==> config.mk <==
export PLATFORM = sky130hd
export DESIGN_NAME = beep_pattern_sequencer_flat
export DESIGN_NICKNAME = d
export VERILOG_FILES = /design/src/bps_pkg.sv /design/src/bps_if.sv /design/src/bps_core.sv /design/src/beep_pattern_sequencer.sv /design/src/flat_wrapper.sv
export SDC_FILE = /design/constraint.sdc
export NUM_CORES = 1
export LEC_CHECK = 0
export BUFFER_PORTS_ARGS = -buffer_cell sky130_fd_sc_hd__buf_2
export CAP_MARGIN = 0
export CORE_MARGIN = 4
export CORE_UTILIZATION = 46
export DETAILED_ROUTE_END_ITERATION = 12
export PLACE_DENSITY = 0.68
export SLEW_MARGIN = 20
export SYNTH_ARGS = -nofsm -noshare
export SYNTH_HDL_FRONTEND = slang
export SYNTH_SLANG_ARGS = --single-unit
==> constraint.sdc <==
create_clock -name clk -period 4.65 [get_ports clk]
set_input_delay 0.2325 -clock clk [delete_from_list [all_inputs] [get_ports clk]]
set_output_delay 0.2325 -clock clk [all_outputs]
set_load 0.05 [all_outputs]
==> src/bps_pkg.sv <==
package bps_pkg;

	localparam int unsigned TICK_MS = 20;
	localparam int unsigned CountWidth = 8;
	localparam int unsigned TimeWidth = 16;
	localparam logic [TimeWidth-1:0] TimeMax = '1;
	localparam logic [TimeWidth-1:0] DefaultLength = TimeWidth'(100);

	typedef enum logic [2:0] {
		REQ_TICK   = 3'd0,
		REQ_START  = 3'd1,
		REQ_STOP   = 3'd2,
		REQ_ON     = 3'd3,
		REQ_OFF    = 3'd4,
		REQ_TOGGLE = 3'd5
	} req_code_t;

	typedef struct packed {
		logic                  pin_level;
		logic                  pattern_active;
		logic                  sounding_phase;
		logic [CountWidth-1:0] beeps_done;
	} result_t;

	typedef struct packed {
		logic                  running;
		logic [CountWidth-1:0] total;
		logic [CountWidth-1:0] done;
	} status_t;

endpackage

==> src/bps_if.sv <==
interface bps_req_if;
	logic                            valid;
	logic                            ready;
	logic [2:0]                      req_type;
	logic [bps_pkg::CountWidth-1:0]  beep_count;
	logic [bps_pkg::TimeWidth-1:0]   on_time_ms;
	logic [bps_pkg::TimeWidth-1:0]   off_time_ms;

	modport source (output valid, output req_type, output beep_count,
		output on_time_ms, output off_time_ms, input ready);
	modport sink (input valid, input req_type, input beep_count,
		input on_time_ms, input off_time_ms, output ready);
endinterface

interface bps_res_if;
	logic                            valid;
	logic                            ready;
	logic                            pin_level;
	logic                            pattern_active;
	logic                            sounding_phase;
	logic [bps_pkg::CountWidth-1:0]  beeps_done;

	modport source (output valid, output pin_level, output pattern_active,
		output sounding_phase, output beeps_done, input ready);
	modport sink (input valid, input pin_level, input pattern_active,
		input sounding_phase, input beeps_done, output ready);
endinterface

==> src/bps_core.sv <==
module bps_core #(
	parameter int unsigned TICK_MS = bps_pkg::TICK_MS
) (
	input  logic                           clk,
	input  logic                           arst_n,
	input  logic                           advance,
	input  bps_pkg::req_code_t             req_type,
	input  logic [bps_pkg::CountWidth-1:0] beep_count,
	input  logic [bps_pkg::TimeWidth-1:0]  on_time_ms,
	input  logic [bps_pkg::TimeWidth-1:0]  off_time_ms,
	output bps_pkg::result_t               result,
	output bps_pkg::status_t               status
);

	localparam logic [bps_pkg::TimeWidth:0] TickStep = (bps_pkg::TimeWidth + 1)'(TICK_MS);

	logic                           drive_q, drive_d;
	logic                           phase_q, phase_d;
	logic                           running_q, running_d;
	logic [bps_pkg::CountWidth-1:0] done_q, done_d;
	logic [bps_pkg::CountWidth-1:0] total_q, total_d;
	logic [bps_pkg::TimeWidth-1:0]  beep_len_q, beep_len_d;
	logic [bps_pkg::TimeWidth-1:0]  gap_len_q, gap_len_d;
	logic [bps_pkg::TimeWidth-1:0]  elapsed_q, elapsed_d;
	logic                           pending_q, pending_d;
	logic [bps_pkg::CountWidth-1:0] pend_count_q, pend_count_d;
	logic [bps_pkg::TimeWidth-1:0]  pend_on_q, pend_on_d;
	logic [bps_pkg::TimeWidth-1:0]  pend_off_q, pend_off_d;

	logic [bps_pkg::TimeWidth:0]    elapsed_sum;
	logic [bps_pkg::TimeWidth-1:0]  elapsed_sat;
	logic [bps_pkg::CountWidth-1:0] done_inc;

	assign elapsed_sum = {1'b0, elapsed_q} + TickStep;
	assign elapsed_sat = elapsed_sum[bps_pkg::TimeWidth] ? bps_pkg::TimeMax
		: elapsed_sum[bps_pkg::TimeWidth-1:0];
	assign done_inc = done_q + bps_pkg::CountWidth'(1);

	always_comb begin
		drive_d      = drive_q;
		phase_d      = phase_q;
		running_d    = running_q;
		done_d       = done_q;
		total_d      = total_q;
		beep_len_d   = beep_len_q;
		gap_len_d    = gap_len_q;
		elapsed_d    = elapsed_q;
		pending_d    = pending_q;
		pend_count_d = pend_count_q;
		pend_on_d    = pend_on_q;
		pend_off_d   = pend_off_q;
		case (req_type)
			bps_pkg::REQ_TICK: begin
				elapsed_d = elapsed_sat;
				if (pending_q) begin
					pending_d  = 1'b0;
					running_d  = 1'b1;
					total_d    = pend_count_q;
					done_d     = '0;
					beep_len_d = pend_on_q;
					gap_len_d  = pend_off_q;
					phase_d    = 1'b1;
					elapsed_d  = '0;
				end else if (running_q) begin
					if (phase_q) begin
						if (elapsed_sat >= beep_len_q) begin
							drive_d   = 1'b0;
							phase_d   = 1'b0;
							elapsed_d = '0;
							done_d    = done_inc;
							if (total_q != '0 && done_inc >= total_q) begin
								running_d = 1'b0;
							end
						end
					end else if (elapsed_sat >= gap_len_q
						&& (total_q == '0 || done_q < total_q)) begin
						drive_d   = 1'b1;
						phase_d   = 1'b1;
						elapsed_d = '0;
					end
				end
			end
			bps_pkg::REQ_START: begin
				pend_count_d = beep_count;
				pend_on_d    = on_time_ms;
				pend_off_d   = off_time_ms;
				pending_d    = 1'b1;
				drive_d      = 1'b1;
			end
			bps_pkg::REQ_STOP, bps_pkg::REQ_OFF: begin
				running_d = 1'b0;
				drive_d   = 1'b0;
				phase_d   = 1'b0;
			end
			bps_pkg::REQ_ON: begin
				running_d = 1'b0;
				drive_d   = 1'b1;
				phase_d   = 1'b1;
			end
			bps_pkg::REQ_TOGGLE: begin
				running_d = 1'b0;
				drive_d   = ~drive_q;
				phase_d   = ~phase_q;
			end
			default: begin
			end
		endcase
	end

	always_ff @(posedge clk or negedge arst_n) begin
		if (!arst_n) begin
			drive_q      <= 1'b0;
			phase_q      <= 1'b0;
			running_q    <= 1'b0;
			done_q       <= '0;
			total_q      <= '0;
			beep_len_q   <= bps_pkg::DefaultLength;
			gap_len_q    <= bps_pkg::DefaultLength;
			elapsed_q    <= '0;
			pending_q    <= 1'b0;
			pend_count_q <= '0;
			pend_on_q    <= '0;
			pend_off_q   <= '0;
		end else if (advance) begin
			drive_q      <= drive_d;
			phase_q      <= phase_d;
			running_q    <= running_d;
			done_q       <= done_d;
			total_q      <= total_d;
			beep_len_q   <= beep_len_d;
			gap_len_q    <= gap_len_d;
			elapsed_q    <= elapsed_d;
			pending_q    <= pending_d;
			pend_count_q <= pend_count_d;
			pend_on_q    <= pend_on_d;
			pend_off_q   <= pend_off_d;
		end
	end

	assign result.pin_level      = drive_d;
	assign result.pattern_active = running_d;
	assign result.sounding_phase = phase_d;
	assign result.beeps_done     = done_d;

	assign status.running = running_q;
	assign status.total   = total_q;
	assign status.done    = done_q;

endmodule

==> src/beep_pattern_sequencer.sv <==
// Buzzer beep pattern sequencer. Each request item (tick, start, stop, force
// on, force off, toggle) produces one result item carrying the pin level,
// pattern state, phase flag and finished beep count after that request. The
// block accepts one item per cycle while its results are taken without a
// stall; an accepted item waits in the input register, and when it advances
// the combinational state update loads its result into the result register.
// A result that is not taken holds the input register and then the input.
// The tick period is the TICK_MS parameter (default 20 ms); elapsed time
// saturates at 65535 ms.
module beep_pattern_sequencer #(
	parameter int unsigned TICK_MS = bps_pkg::TICK_MS
) (
	input  logic          clk,
	input  logic          arst_n,
	bps_req_if.sink       req,
	bps_res_if.source     res
);

	logic                           valid_s1;
	bps_pkg::req_code_t             req_type_s1;
	logic [bps_pkg::CountWidth-1:0] beep_count_s1;
	logic [bps_pkg::TimeWidth-1:0]  on_time_s1;
	logic [bps_pkg::TimeWidth-1:0]  off_time_s1;

	logic                           res_valid_q;
	bps_pkg::result_t               res_q;
	bps_pkg::result_t               result;
	bps_pkg::status_t               status;
	logic                           advance;

	assign advance   = valid_s1 && (!res_valid_q || res.ready);
	assign req.ready = !valid_s1 || advance;

	always_ff @(posedge clk or negedge arst_n) begin
		if (!arst_n) begin
			valid_s1 <= 1'b0;
		end else if (req.ready) begin
			valid_s1 <= req.valid;
		end
	end

	always_ff @(posedge clk) begin
		if (req.ready && req.valid) begin
			req_type_s1   <= bps_pkg::req_code_t'(req.req_type);
			beep_count_s1 <= req.beep_count;
			on_time_s1    <= req.on_time_ms;
			off_time_s1   <= req.off_time_ms;
		end
	end

	bps_core #(
		.TICK_MS (TICK_MS)
	) u_core (
		.clk         (clk),
		.arst_n      (arst_n),
		.advance     (advance),
		.req_type    (req_type_s1),
		.beep_count  (beep_count_s1),
		.on_time_ms  (on_time_s1),
		.off_time_ms (off_time_s1),
		.result      (result),
		.status      (status)
	);

	always_ff @(posedge clk or negedge arst_n) begin
		if (!arst_n) begin
			res_valid_q <= 1'b0;
		end else if (advance) begin
			res_valid_q <= 1'b1;
		end else if (res.ready) begin
			res_valid_q <= 1'b0;
		end
	end

	always_ff @(posedge clk) begin
		if (advance) begin
			res_q <= result;
		end
	end

	assign res.valid          = res_valid_q;
	assign res.pin_level      = res_q.pin_level;
	assign res.pattern_active = res_q.pattern_active;
	assign res.sounding_phase = res_q.sounding_phase;
	assign res.beeps_done     = res_q.beeps_done;

	a_s1_hold: assert property (@(posedge clk) disable iff (!arst_n)
		(valid_s1 && !advance) |=> (valid_s1 && $stable(req_type_s1)
			&& $stable(beep_count_s1)))
		else $error("input stage lost an item while stalled");

	a_res_load: assert property (@(posedge clk) disable iff (!arst_n)
		advance |=> res_valid_q)
		else $error("result register did not take an item");

	a_count_bound: assert property (@(posedge clk) disable iff (!arst_n)
		(status.running && status.total != '0) |-> (status.done < status.total))
		else $error("pattern running past its beep count");

endmodule

==> src/flat_wrapper.sv <==
// flat-port wrapper written by rule: the top's interface ports become plain ports
module beep_pattern_sequencer_flat 
#(
	parameter int unsigned TICK_MS = bps_pkg::TICK_MS
)
  (clk, arst_n, req_valid, req_req_type, req_beep_count, req_on_time_ms, req_off_time_ms, req_ready, res_valid, res_pin_level, res_pattern_active, res_sounding_phase, res_beeps_done, res_ready);
  bps_req_if req_i ();
  bps_res_if res_i ();
  input  logic clk;
  input  logic arst_n;
  input wire logic [$bits(req_i.valid)-1:0] req_valid;
  input wire logic [$bits(req_i.req_type)-1:0] req_req_type;
  input wire logic [$bits(req_i.beep_count)-1:0] req_beep_count;
  input wire logic [$bits(req_i.on_time_ms)-1:0] req_on_time_ms;
  input wire logic [$bits(req_i.off_time_ms)-1:0] req_off_time_ms;
  output wire logic [$bits(req_i.ready)-1:0] req_ready;
  output wire logic [$bits(res_i.valid)-1:0] res_valid;
  output wire logic [$bits(res_i.pin_level)-1:0] res_pin_level;
  output wire logic [$bits(res_i.pattern_active)-1:0] res_pattern_active;
  output wire logic [$bits(res_i.sounding_phase)-1:0] res_sounding_phase;
  output wire logic [$bits(res_i.beeps_done)-1:0] res_beeps_done;
  input wire logic [$bits(res_i.ready)-1:0] res_ready;
  assign req_i.valid = req_valid;
  assign req_i.req_type = req_req_type;
  assign req_i.beep_count = req_beep_count;
  assign req_i.on_time_ms = req_on_time_ms;
  assign req_i.off_time_ms = req_off_time_ms;
  assign req_ready = req_i.ready;
  assign res_valid = res_i.valid;
  assign res_pin_level = res_i.pin_level;
  assign res_pattern_active = res_i.pattern_active;
  assign res_sounding_phase = res_i.sounding_phase;
  assign res_beeps_done = res_i.beeps_done;
  assign res_i.ready = res_ready;
  beep_pattern_sequencer #(.TICK_MS(TICK_MS)) u_core (.clk(clk), .arst_n(arst_n), .req(req_i), .res(res_i));
endmodule
* After elaboration in Yosys (flattened, before gate mapping)
Cells that the tools add are included.
Cells by class: add/subtract/negate cells 2, reduce and logical (&&, ||, !) cells 21, bitwise logic cells 2, muxes and demuxes 32, order comparisons 4, eq/ne operators 5
Operators with widths (number):
- $mux W16 | 6
- $mux W8 | 5
- $ge A16 B16 Y1 | 2
- $add A16 B5 Y17 const B | 1
- $mux W1 | 17
- $add A8 B1 Y8 const B | 1
- $ge A8 B8 Y1 | 1
- $logic_not A8 Y1 | 1
- $lt A8 B8 Y1 | 1
- $pmux W1 S4 | 2
- $reduce_bool A8 Y1 | 1
- $eq A3 B2 Y1 const B | 2
- $eq A3 B3 Y1 const B | 2
- $reduce_and A2 Y1 | 3
- $logic_and A1 B1 Y1 | 4
- $pmux W1 S2 | 2
- $reduce_bool A2 Y1 | 2
- $reduce_or A2 Y1 | 2
- $reduce_or A4 Y1 | 1
- $eq A3 B1 Y1 const B | 1
- $logic_not A3 Y1 | 1
- $logic_or A1 B1 Y1 | 3
- $reduce_and A3 Y1 | 1
- $logic_not A1 Y1 | 2
- $not A1 Y1 | 2
Storage, ports and cells: word-level logic and storage cells 88, output and inout bits 13, register bits 164

* Longest topological paths before layout
Gate-level depths: netlist of run 1.
depth in word-level cells 9, gate-level depth with buffers 17, gate-level depth less buffers 15

* By module
From an unflattened synthesis of run 1, not the netlist that was laid out.
Second synthesis, totals: cell total of the unflattened synthesis 615, area total of the unflattened synthesis 7815.0 um^2
Modules (own cells, without submodules):
- bps_core | times used 1, sequential area each 2710.1 um^2, cells an instance 553, area each 6089.6 um^2
- beep_pattern_sequencer | times used 1, sequential area each 1671.6 um^2, cells an instance 62, area each 1725.4 um^2

* Worst setup path after synthesis of run 1
No wires, ideal clock.
path kind register to register, from reg u_core.u_core.elapsed_q[2] (netlist bit), to reg u_core.u_core.elapsed_q[7] (netlist bit), data required time 4584 ps, setup time 66 ps, period minus slack after synthesis 3881 ps, slack 769 ps, data arrival time 3815 ps, stages on the path, launching flop included 18, buffers on the path 3, cells stage by stage dfrtp_1 -> ha_1 -> o2111ai_1 -> nor2_1 -> nand2_1 -> or2_2 -> clkbuf_1 -> clkbuf_1 -> o21ai_0 -> ha_1 -> and4_1 -> and4_1 -> a221o_1 -> a221o_1 -> o311a_4 -> nor3_4 -> buf_6 -> a22o_1
On the way: cells in the longest elaborated chain, start to end 8
RTL lines:
- start: declaration | RTL line bps_core.sv:24 | logic [bps_pkg::TimeWidth-1:0] elapsed_q, elapsed_d;
- start signal: assignment | RTL line bps_core.sv:132 | elapsed_q <= elapsed_d;
- $add A16 B5 Y17 * | RTL line bps_core.sv:34 | assign elapsed_sum = {1'b0, elapsed_q} + TickStep;
- $mux W16 * | RTL line bps_core.sv:35 | assign elapsed_sat = elapsed_sum[bps_pkg::TimeWidth] ? bps_pkg::TimeMax
- $ge A16 B16 Y1 | RTL line bps_core.sv:75 | end else if (elapsed_sat >= gap_len_q
- $logic_and A1 B1 Y1 | RTL line bps_core.sv:76 | && (total_q == '0 || done_q < total_q)) begin
- $mux W16 | RTL line bps_core.sv:75
- $mux W16 | RTL line bps_core.sv:65 | if (phase_q) begin
- $mux W16 * | RTL line bps_core.sv:64 | end else if (running_q) begin
- $mux W16 * | RTL line bps_core.sv:55 | if (pending_q) begin
Every way passes the cells marked *; elsewhere a longest branch is shown, timed or not. A chain may end at the register's enable or synchronous reset.

* Worst setup path after layout of run 1
from reg u_core.u_core.elapsed_q[2] (netlist bit), to reg u_core.u_core.elapsed_q[6] (netlist bit)
Same word-level chain as after synthesis.

==> flow_metrics.py, run 1 <==
metrics = {
    "run_status": {
        "status": "finished clean",
    },
    "placement": {
        "portBuffers": 59,
        "place_inst": 905,
        "pre_cts_ws_ns": 0.346,
        "dpl.hpwl_mm": 11.1,
        "place_congestion": 0.876,
    },
    "die": {
        "die_height_um": 139,
        "die_w_um": 139,
        "initial_core_util": 0.473,
        "die-area_sq_um": 19400,
        "io_pins": 60,
        "core_sq_um": 16800,
        "rows": 47,
    },
    "clocking": {
        "insertion_delay_ns": 0.43,
        "clockRootBuffer": "clkbuf_16",
        "h-tree-depth": 4,
        "clk_path_buf_depth": 2,
        "path_clk_slew_ns": 0.06,
        "cts_tree": "yes",
        "clock-sinks": 164,
        "cts-buffers-inserted": 17,
    },
    "power_and_ir_drop": {
        "p_leak_nw": 4.13,
        "irDropWorstVdd_uv": 319,
        "pwr-share-comb": 0.267,
        "power_frac_seq": 0.438,
        "power.total_mw": 4.62,
        "pwr_density_cell_nw_per_um2": 488,
        "clkPwrFrac": 0.295,
        "swShare": 0.313,
        "p_switching_mw": 1.44,
        "intPower_mw": 3.17,
    },
    "cells_and_area": {
        "antenna_cells": 0,
        "fin_cells": 981,
        "areaGrowthSynthToFinish_pct": 19.4,
        "layout.area.seq_sq_um": 4380,
        "nets": 845,
        "multiInputGateArea_sq_um": 3270,
        "n_fill_cell": 1424,
        "final_common_cell": "dfrtp_1",
        "drive_gt1_frac": 0.261,
        "layout_common_cells": "dfrtp_1 (104), mux2_2 (82), buf_2 (58)",
    },
    "setup_path": {
        "path_cells": "ha_1, o2111ai_1, nor2_2, nand2_1, or2_2, o21ai_0, nand2b_1, ha_1, and4_1, and4_1, a221o_1, a221o_1, o311a_4, nor3_4, buf_4, a22o_1",
        "reg2reg_depth": 16,
        "cp-start-kind": "flip-flop",
        "critPathMaxStageDelay_ns": 0.42,
        "crit_fanout": 17,
        "cp-end-kind": "flip-flop",
        "cp.arrival_ns": 4.70,
        "critPathRequiredTime_ns": 5.01,
        "crit_slowest_cell": "dfrtp_1",
        "path_class": "flip-flop to flip-flop",
    },
    "logic_synthesis": {
        "synth.distinct_cells": 60,
        "yosys_warnings": 0,
        "yosysTopAreaCellShare": 0.328,
        "post_synth.cell_area_avg_sq_um": 12.3,
        "synth_nets": 742,
        "synth_ff_type": "dfrtp_1",
        "synth_seq_area_share": 0.553,
        "yosys-top-cells-area": "dfrtp_1 (33%), edfxtp_1 (20%), mux2_2 (12%), ha_1 (7.9%), nand2_1 (2.6%)",
        "synth_edf_count": 54,
        "async_flop_share": 0.671,
        "ys_seq_elements": 164,
        "synth_top_area_cell": "dfrtp_1",
        "netlist_area_sq_um": 7930,
        "synth_cells": 645,
    },
    "timing": {
        "final-setup-viol-count": 0,
        "finalMaxSlewViolations": 0,
        "hold_violations": 0,
        "tightest_slew_ns": 1.04,
        "max_freq_mhz": 230,
        "slew_headroom": 0.309,
        "finalClockSkew_ns": 0.0164,
        "hold_ws_ns": 0.0269,
        "grt_setup_unrepaired": "false",
        "fin_crit_ns": 4.34,
        "setup_ws_ns": 0.311,
        "finalCritPeriodShare": 0.933,
        "setup_tns_ns": 0,
    },
    "detailed_routing": {
        "drtPass1Iterations": 5,
        "routed_wl_mm": 16.3,
        "drc": 0,
        "wire_per_inst_um": 16.6,
        "ant_nets": 0,
        "vias_per_cell": 5.48,
        "drt_iter0_drc": 430,
        "routed-via-count": 5375,
    },
    "global_route": {
        "antenna_found_initial": 0,
        "grt_pass1_vias": 5581,
        "grt-ovfl-total": 0,
        "grt_max_degree": 71,
        "grt_util_all_layers": 0.179,
        "grt_pass1_wl_mm": 27.9,
    },
    "min_path": {
        "min_path_type": "input pin to flip-flop",
        "hold_depth": 2,
    },
    "flow_run": {
        "max_cap_violations": 0,
    },
}
per-layer routing:
metal,part of all wire,global-route usage
met1,0.46,0.238
met2,0.47,0.284
met3,0.042,0.0377
met4,0.021,0.0767
met5,0,0
worst max-delay path, delay by kind of cell (launching register included):
kind | cells | cell delay [ns]
AO/OA/AOI/OAI | 6 | 1.55
buffers and inverters | 1 | 0.24
AND/OR/NAND/NOR | 7 | 1.46
adder cells (fa/ha/maj) | 2 | 0.58
flip-flops | 1 | 0.42
kinds of logic after synthesis:
group	count (synthesis)	share of synthesized area
DFF	164	0.553
and+or+nand+nor	144	0.0906
AOI/OAI and AO/OA	124	0.113
muxes	82	0.116
buffers and inverters	70	0.0360
adders and majority gates	50	0.0789
xor gates and xnor gates	11	0.0121
cells in the mapped netlist, types with 6 or more instances:
| cell | instances |
|---|---|
| a21oi_1 | 22 |
| a221o_1 | 6 |
| a22o_1 | 12 |
| a31oi_1 | 8 |
| clkbuf_1 | 18 |
| dfrtp_1 | 104 |
| dfstp_2 | 6 |
| edfxtp_1 | 54 |
| ha_1 | 50 |
| inv_1 | 43 |
| mux2_2 | 82 |
| nand2_1 | 55 |
| nand2b_1 | 12 |
| nand3_1 | 14 |
| nor2_1 | 19 |
| nor3_1 | 10 |
| nor4_1 | 6 |
| o21ai_0 | 25 |
| o31ai_1 | 7 |
| xor2_1 | 6 |
sequential cells by signal (all words and copies together), names as in the netlist, 3 cells and up:
name,flops
u_core.u_core.beep_len_q,16
u_core.u_core.gap_len_q,16
u_core.off_time_s1,16
u_core.u_core.total_q,8
u_core.u_core.done_q,8
u_core.u_core.pend_on_q,16
u_core.req_type_s1,3
u_core.on_time_s1,16
u_core.u_core.pend_off_q,16
u_core.res.beeps_done,8
u_core.beep_count_s1,8
u_core.u_core.elapsed_q,16
u_core.u_core.pend_count_q,8
power groups by stage:
stage / sequential, mW / combinational, mW / clock (mW)
floorplan: 1.99 / 0.892 / 0
finish: 2.02 / 1.23 / 1.36
global placement: 2.03 / 1.16 / 0
global route: 2.07 / 1.39 / 1.47
detailed placement: 2.05 / 1.20 / 0
CTS: 2.03 / 1.25 / 1.40
what timing repair did:
action / 4_1_cts / 5_1_grt
hold endpoints to repair: 108 / 0
hold buffers: 44 / 0
endpoints found under the setup margin: 0 / 10
gates resized for setup: 0 / 1
setup buffers: 0 / 0
per-stage QoR:
| stage | util | area (sq um) |
|---|---|---|
| final | 0.565 | 9470 |
| after global routing | 0.565 | 9470 |
| after CTS | 0.565 | 9470 |
| after detailed placement | 0.504 | 8450 |
| after global placement | 0.504 | 8450 |
| after floorplan | - | 7930 |
cell type report:
cell class / instances / area share
sequential: 164 / 0.463
multi-input combinational: 411 / 0.346
timing repair buffer: 111 / 0.0843
clock buffer: 20 / 0.0484
tap: 220 / 0.0291
inverter: 43 / 0.0170
clock inverter: 12 / 0.0128
path summary, 6_finish.rpt:
check,endpoint,slack [ns],startpoint
max,u_core.u_core.elapsed_q[6],0.31,u_core.u_core.elapsed_q[2]
min,u_core.valid_s1,0.03,req_valid
max reg2reg,u_core.u_core.elapsed_q[6],0.31,u_core.u_core.elapsed_q[2]
min reg2reg,u_core.u_core.pend_off_q[1],0.48,u_core.off_time_s1[1]
max in group asynchronous,u_core.u_core.running_q,3.14,arst_n
min in group asynchronous,u_core.u_core.pend_off_q[4],0.44,arst_n
Power figures use the tool's default switching activity.
==> run 2: changes to the inputs <==
--- a/config.mk
+++ b/config.mk
@@ -8,9 +8,9 @@
 export BUFFER_PORTS_ARGS = -buffer_cell sky130_fd_sc_hd__buf_2
 export CAP_MARGIN = 0
 export CORE_MARGIN = 4
-export CORE_UTILIZATION = 46
+export CORE_UTILIZATION = 55
 export DETAILED_ROUTE_END_ITERATION = 12
-export PLACE_DENSITY = 0.68
+export PLACE_DENSITY = 0.78
 export SLEW_MARGIN = 20
 export SYNTH_ARGS = -nofsm -noshare
 export SYNTH_HDL_FRONTEND = slang
==> run 2 against run 1 <==
  * Sequential cell count unchanged
  * Core utilization increased by 11 points
  * Via count increased by 0.22%
  * Final cell count decreased by 4.3%
  * First-iteration DRC count decreased by 17%
  * Critical endpoint is now u_core.res.beeps_done[7]
  * Total power about the same
  * Fmax increased by 0.89%
  * Highest routed layer unchanged
==> flow_metrics.py, run 2 (synthesis results as in run 1) <==
metrics = {
    "run_status": {
        "status": "finished clean",
    },
    "timing": {
        "final-setup-viol-count": 0,
        "finalMaxSlewViolations": 0,
        "finalCritPeriodShare": 0.925,
        "setup_tns_ns": 0,
        "tightest_slew_ns": 1.02,
        "hold_violations": 0,
        "slew_headroom": 0.319,
        "grt_setup_unrepaired": "false",
        "hold_ws_ns": 0.0330,
        "finalClockSkew_ns": 0.0102,
        "setup_ws_ns": 0.350,
        "max_freq_mhz": 233,
        "fin_crit_ns": 4.30,
    },
    "setup_path": {
        "crit_slowest_cell": "o31ai_2",
        "crit_fanout": 17,
        "cp-start-kind": "flip-flop",
        "cp.arrival_ns": 4.41,
        "critPathRequiredTime_ns": 4.76,
        "critPathMaxStageDelay_ns": 0.65,
        "path_class": "flip-flop to flip-flop",
        "cp-end-kind": "flip-flop",
        "path_cells": "ha_1, o2111ai_1, nor2_1, nand2_1, or2_2, nand2_1, ha_1, and3_1, o211ai_1, o21a_1, o31ai_2, nand2_1, a22oi_1, o21ai_0",
        "cp_common_cell": "nand2_1",
    },
    "cells_and_area": {
        "antenna_cells": 0,
        "layout.area.seq_sq_um": 4380,
        "n_fill_cell": 1020,
        "areaGrowthSynthToFinish_pct": 18.8,
        "multiInputGateArea_sq_um": 3280,
        "drive_gt1_frac": 0.256,
        "layout_common_cells": "dfrtp_1 (104), mux2_2 (82), buf_2 (58)",
        "nets": 843,
        "final_common_cell": "dfrtp_1",
    },
    "detailed_routing": {
        "drc": 0,
        "drt_iter0_drc": 356,
        "vias_per_cell": 5.74,
        "ant_nets": 0,
        "drtPass1Iterations": 5,
        "routed-via-count": 5387,
        "wire_per_inst_um": 16.8,
        "routed_wl_mm": 15.8,
    },
    "global_route": {
        "antenna_found_initial": 0,
        "grt_pass1_vias": 5439,
        "grt_max_degree": 58,
        "grt-ovfl-total": 0,
        "grt_util_all_layers": 0.209,
        "grt_pass1_wl_mm": 26.8,
    },
    "power_and_ir_drop": {
        "irDropWorstVdd_uv": 405,
        "power.total_mw": 4.62,
        "pwr_density_cell_nw_per_um2": 490,
        "p_leak_nw": 4.12,
    },
    "clocking": {
        "clockRootBuffer": "clkbuf_16",
        "cts-buffers-inserted": 17,
        "h-tree-depth": 4,
        "insertion_delay_ns": 0.42,
        "clock-sinks": 164,
        "clk_path_buf_depth": 2,
        "path_clk_slew_ns": 0.06,
        "cts_tree": "yes",
    },
    "die": {
        "die_height_um": 128,
        "initial_core_util": 0.567,
        "io_pins": 60,
        "rows": 43,
        "core_sq_um": 14000,
        "die-area_sq_um": 16400,
        "die_w_um": 128,
    },
    "placement": {
        "dpl.hpwl_mm": 10.7,
        "place_congestion": 0.856,
        "pre_cts_ws_ns": 0.191,
        "portBuffers": 59,
    },
    "flow_run": {
        "max_cap_violations": 0,
    },
    "min_path": {
        "min_path_type": "input pin to flip-flop",
    },
}
## run 2: cell count changes in the layout (fill, tap and decap cells not counted), sizes merged
cell / change
clkinv: -2
inv: -1
bufinv: +1
buf: -2
clkbuf: +2
## run 2: final cells by class
| type | count | area share |
|---|---|---|
| multi-input cells | 411 | 0.348 |
| flip-flops and latches | 164 | 0.465 |
| clock inverters | 10 | 0.0131 |
| inverters | 43 | 0.0171 |
| well taps | 180 | 0.0239 |
| repair buffers | 109 | 0.0844 |
| clock buffers | 22 | 0.0482 |
## run 2: worst max-delay path: cells and delay by family (launching register included)
kind | cells | cell delay, ns
AOI/OAI and AO/OA | 6 | 1.71
adders and majority gates | 2 | 0.61
DFF | 1 | 0.42
and+or+nand+nor | 6 | 1.27
## run 2: power breakdown
group	switching, mW	total (mW)	internal [mW]
combinational	0.654	1.23	0.580
sequential	0.211	2.02	1.81
clock	0.549	1.36	0.810
total	1.41	4.62	3.20
## run 2: worst paths after layout
check,endpoint,startpoint,cells past startpoint,slack [ns]
max in group asynchronous,u_core.u_core.gap_len_q[10],arst_n,3,3.09
worst min register to register,u_core.u_core.pend_off_q[15],u_core.off_time_s1[15],1,0.47
worst max-delay path,u_core.res.beeps_done[7],u_core.u_core.elapsed_q[2],14,0.35
worst max register to register,u_core.res.beeps_done[7],u_core.u_core.elapsed_q[2],14,0.35
min in group asynchronous,u_core.u_core.pend_off_q[2],arst_n,2,0.42
worst min-delay path,u_core.valid_s1,req_valid,2,0.03
## run 2: what timing repair did
action,4_1_cts,5_1_grt
setup endpoints to repair,0,15
hold endpoints to repair,95,0
setup buffers,0,1
gates resized for setup,0,1
hold buffers,44,0
## run 2: per-stage QoR
stage / util / instance area [sq um] / cells
3_3_place_gp: 0.599 / 8370 / 862
3_5_place_dp: 0.599 / 8370 / 862
4_1_cts: 0.671 / 9390 / 938
6_report: 0.674 / 9420 / 939
5_1_grt: 0.674 / 9420 / 939
2_1_floorplan: - / 7930 / 645
## run 2: per-layer routing
metal | routed length (um) | up-vias | GRT usage
met5 | 0 | - | 0
met1 | 7080 | 2625 | 0.279
li1 | - | 2584 | -
met2 | 7660 | 160 | 0.336
met3 | 792 | 18 | 0.0513
met4 | 274 | 0 | 0.0705
==> run 3: changes to the inputs <==
--- a/config.mk
+++ b/config.mk
@@ -5,6 +5,7 @@
 export SDC_FILE = /design/constraint.sdc
 export NUM_CORES = 1
 export LEC_CHECK = 0
+export ABC_AREA = 1
 export BUFFER_PORTS_ARGS = -buffer_cell sky130_fd_sc_hd__buf_2
 export CAP_MARGIN = 0
 export CORE_MARGIN = 4
==> run 3 against run 2 <==
  * Global-route usage fell by 1.4 points
  * Area after synthesis decreased by 0.43%
  * Register-to-register slack gained 0.82 ns
  * Sequential cell count stayed put
  * Largest power group unchanged
  * Sequential power increased by 8%
  * Worst hold slack lost 0.027 ns
  * First-iteration DRC count is 5.3% higher
  * Clock skew fell by 0.0016 ns
  * Count of clock-buffer cells in the layout shrank 5
==> flow_metrics.py, run 3 <==
metrics = {
    "setup_path": {
        "critPathRequiredTime_ns": 4.80,
        "r2r-start": "u_core.u_core.elapsed_q[2]",
        "path_cells": "ha_1, nor2_1, nor3_2, nand3_1, nand3_1, ha_1, nand2_1, inv_1, nand2_1, nor2_1, nor2_1, nand2_1, nand2_1, nand2_2, nand3_2, o21ai_0, a21oi_1",
        "crit_fanout": 14,
        "path_class": "flip-flop to flip-flop",
        "critPathMaxStageDelay_ns": 0.43,
        "crit_slowest_cell": "nand3_1",
        "cp-startpoint": "u_core.u_core.elapsed_q[2]",
        "cp.arrival_ns": 3.63,
        "cp_common_cell": "nand2_1",
        "cp-end-kind": "flip-flop",
        "cp-start-kind": "flip-flop",
    },
    "clocking": {
        "postCtsSetupBuffers": 0,
        "cts_tree": "yes",
        "h-tree-depth": 4,
        "cts-resized-gates": 0,
        "clk_path_buf_depth": 2,
        "clock-sinks": 164,
        "cts-buffers-inserted": 17,
        "insertion_delay_ns": 0.42,
        "holdBufCountCts": 43,
        "path_clk_slew_ns": 0.06,
        "clockRootBuffer": "clkbuf_16",
    },
    "logic_synthesis": {
        "synth.distinct_cells": 40,
        "yosysTopAreaCellShare": 0.330,
        "async_flop_share": 0.671,
        "synth_common_cells": "nand2_1 (155), dfrtp_1 (104), inv_1 (102)",
        "synth_nets": 860,
        "synth_top_area_cell": "dfrtp_1",
        "yosys_warnings": 0,
        "synth_edf_count": 54,
        "netlist_area_sq_um": 7900,
        "ys_seq_elements": 164,
        "synth_most_common_cell": "nand2_1",
        "synth_seq_area_share": 0.555,
        "synth_ff_type": "dfrtp_1",
        "post_synth.cell_area_avg_sq_um": 10.3,
        "synth_cells": 763,
        "yosys-top-cells-area": "dfrtp_1 (33%), edfxtp_1 (21%), ha_1 (7.9%), nand2_1 (7.4%), mux2_2 (5.4%)",
    },
    "global_route": {
        "antenna_found_initial": 0,
        "grt_pass1_vias": 5334,
        "grt-ovfl-total": 0,
        "grt_pass1_wl_mm": 25.5,
        "grt_max_degree": 71,
        "grt_util_all_layers": 0.195,
    },
    "power_and_ir_drop": {
        "p_leak_nw": 4.41,
        "irDropWorstVdd_uv": 326,
        "pwr_density_cell_nw_per_um2": 564,
        "power.total_mw": 5.26,
    },
    "detailed_routing": {
        "vias_per_cell": 5.17,
        "drt_iter0_drc": 375,
        "wl_met1_mm": 6.85,
        "drtPass1Iterations": 5,
        "wl_met3_um": 586,
        "routed_wl_mm": 14.8,
        "top_layer": "met4",
        "drc": 0,
        "ant_nets": 0,
        "wire_per_inst_um": 13.9,
        "routed-via-count": 5500,
        "met2WireLength_mm": 7.09,
    },
    "timing": {
        "setup_ws_ns": 1.17,
        "max_freq_mhz": 288,
        "setup_tns_ns": 0,
        "slew_headroom": 0.407,
        "final-setup-viol-count": 0,
        "finalCritPeriodShare": 0.747,
        "tightest_slew_ns": 0.890,
        "hold_violations": 0,
        "fin_crit_ns": 3.48,
        "hold_ws_ns": 0.00553,
        "finalClockSkew_ns": 0.00864,
        "grt_setup_unrepaired": "false",
        "finalMaxSlewViolations": 0,
    },
    "placement": {
        "portBuffers": 59,
        "dpl.hpwl_mm": 9.94,
        "place_congestion": 0.897,
        "pre_cts_ws_ns": 1.29,
    },
    "die": {
        "rows": 43,
        "die_w_um": 128,
        "die_height_um": 128,
        "core_sq_um": 14000,
        "io_pins": 60,
        "die-area_sq_um": 16300,
        "initial_core_util": 0.564,
    },
    "flow_run": {
        "max_cap_violations": 0,
    },
    "cells_and_area": {
        "utilization": 0.666,
        "final_common_cell": "nand2_1",
        "nets": 967,
        "antenna_cells": 0,
        "areaGrowthSynthToFinish_pct": 18.0,
        "drive_gt1_frac": 0.204,
        "layout_common_cells": "nand2_1 (155), dfrtp_1 (104), inv_1 (101)",
        "n_fill_cell": 1008,
    },
    "min_path": {
        "min_path_type": "input pin to flip-flop",
        "hold_start": "req_on_time_ms[13]",
    },
    "run_status": {
        "status": "finished clean",
    },
}
==> run 3: cell count changes in the layout (fill, tap and decap cells not counted), moves of 7 or more <==
| cell | previous run | this run |
|---|---|---|
| o21ai_2 | 0 | 20 |
| nand3_1 | 13 | 42 |
| o21ai_1 | 1 | 11 |
| a31oi_1 | 8 | 0 |
| inv_1 | 43 | 101 |
| nand2b_1 | 12 | 0 |
| mux2_2 | 82 | 38 |
| nand2_1 | 55 | 155 |
| o21ai_0 | 25 | 50 |
| a22o_1 | 12 | 0 |
| nor2_1 | 19 | 26 |
==> run 3: logic make-up after synthesis <==
family,after synthesis,synth area share
and+or+nand+nor,263,0.150
AOI/OAI and AO/OA,113,0.0838
buffers and inverters,127,0.0675
xor gates and xnor gates,3,0.00333
muxes,43,0.0613
adders and majority gates,50,0.0792
DFF,164,0.555
==> run 3: worst max-delay path: cells and delay by family, from the launching register on <==
family          cells  cell delay (ns)
fa+ha+maj           2             0.60
compound gates      2             0.43
flops               1             0.40
buf+inv             1             0.05
simple gates       12             1.74
==> run 3: final cells by class <==
cell class                      instances  area [sq um]  share of cell area
Clock buffer                           17           425              0.0457
Tap cell                              180           225              0.0242
Clock inverter                         15           131              0.0141
Timing Repair Buffer                  106           758              0.0814
Sequential cell                       164          4380               0.470
Inverter                              109           412              0.0442
Multi-Input combinational cell        472          2980               0.320
==> run 3: stage by stage <==
step / cell area (sq um) / cells
after detailed placement: 8330 / 988
after global placement: 8330 / 988
final: 9320 / 1063
after global routing: 9320 / 1063
after floorplan: 7900 / 763
after CTS: 9320 / 1063
==> run 3: final timing paths <==
| kind | endpoint | slack, ns | cells after the start |
|---|---|---|---|
| min in group asynchronous | u_core.u_core.pend_count_q[5] | 0.51 | 2 |
| max reg2reg | u_core.res.beeps_done[0] | 1.17 | 17 |
| max | u_core.res.beeps_done[0] | 1.17 | 17 |
| max in group asynchronous | u_core.u_core.beep_len_q[6] | 3.07 | 3 |
| min reg2reg | u_core.u_core.pend_count_q[3] | 0.47 | 1 |
| min | u_core.on_time_s1[13] | 0.006 | 1 |
==> run 3: power breakdown <==
| group | switching [mW] | internal, mW |
|---|---|---|
| logic | 1.07 | 0.685 |
| registers | 0.226 | 1.96 |
| clock network | 0.605 | 0.706 |
==> run 3: layer usage <==
metal | up-vias | global-route usage
li1 | 2774 | -
met3 | 24 | 0.0404
met2 | 124 | 0.309
met5 | - | 0
met1 | 2578 | 0.271
met4 | 0 | 0.0637
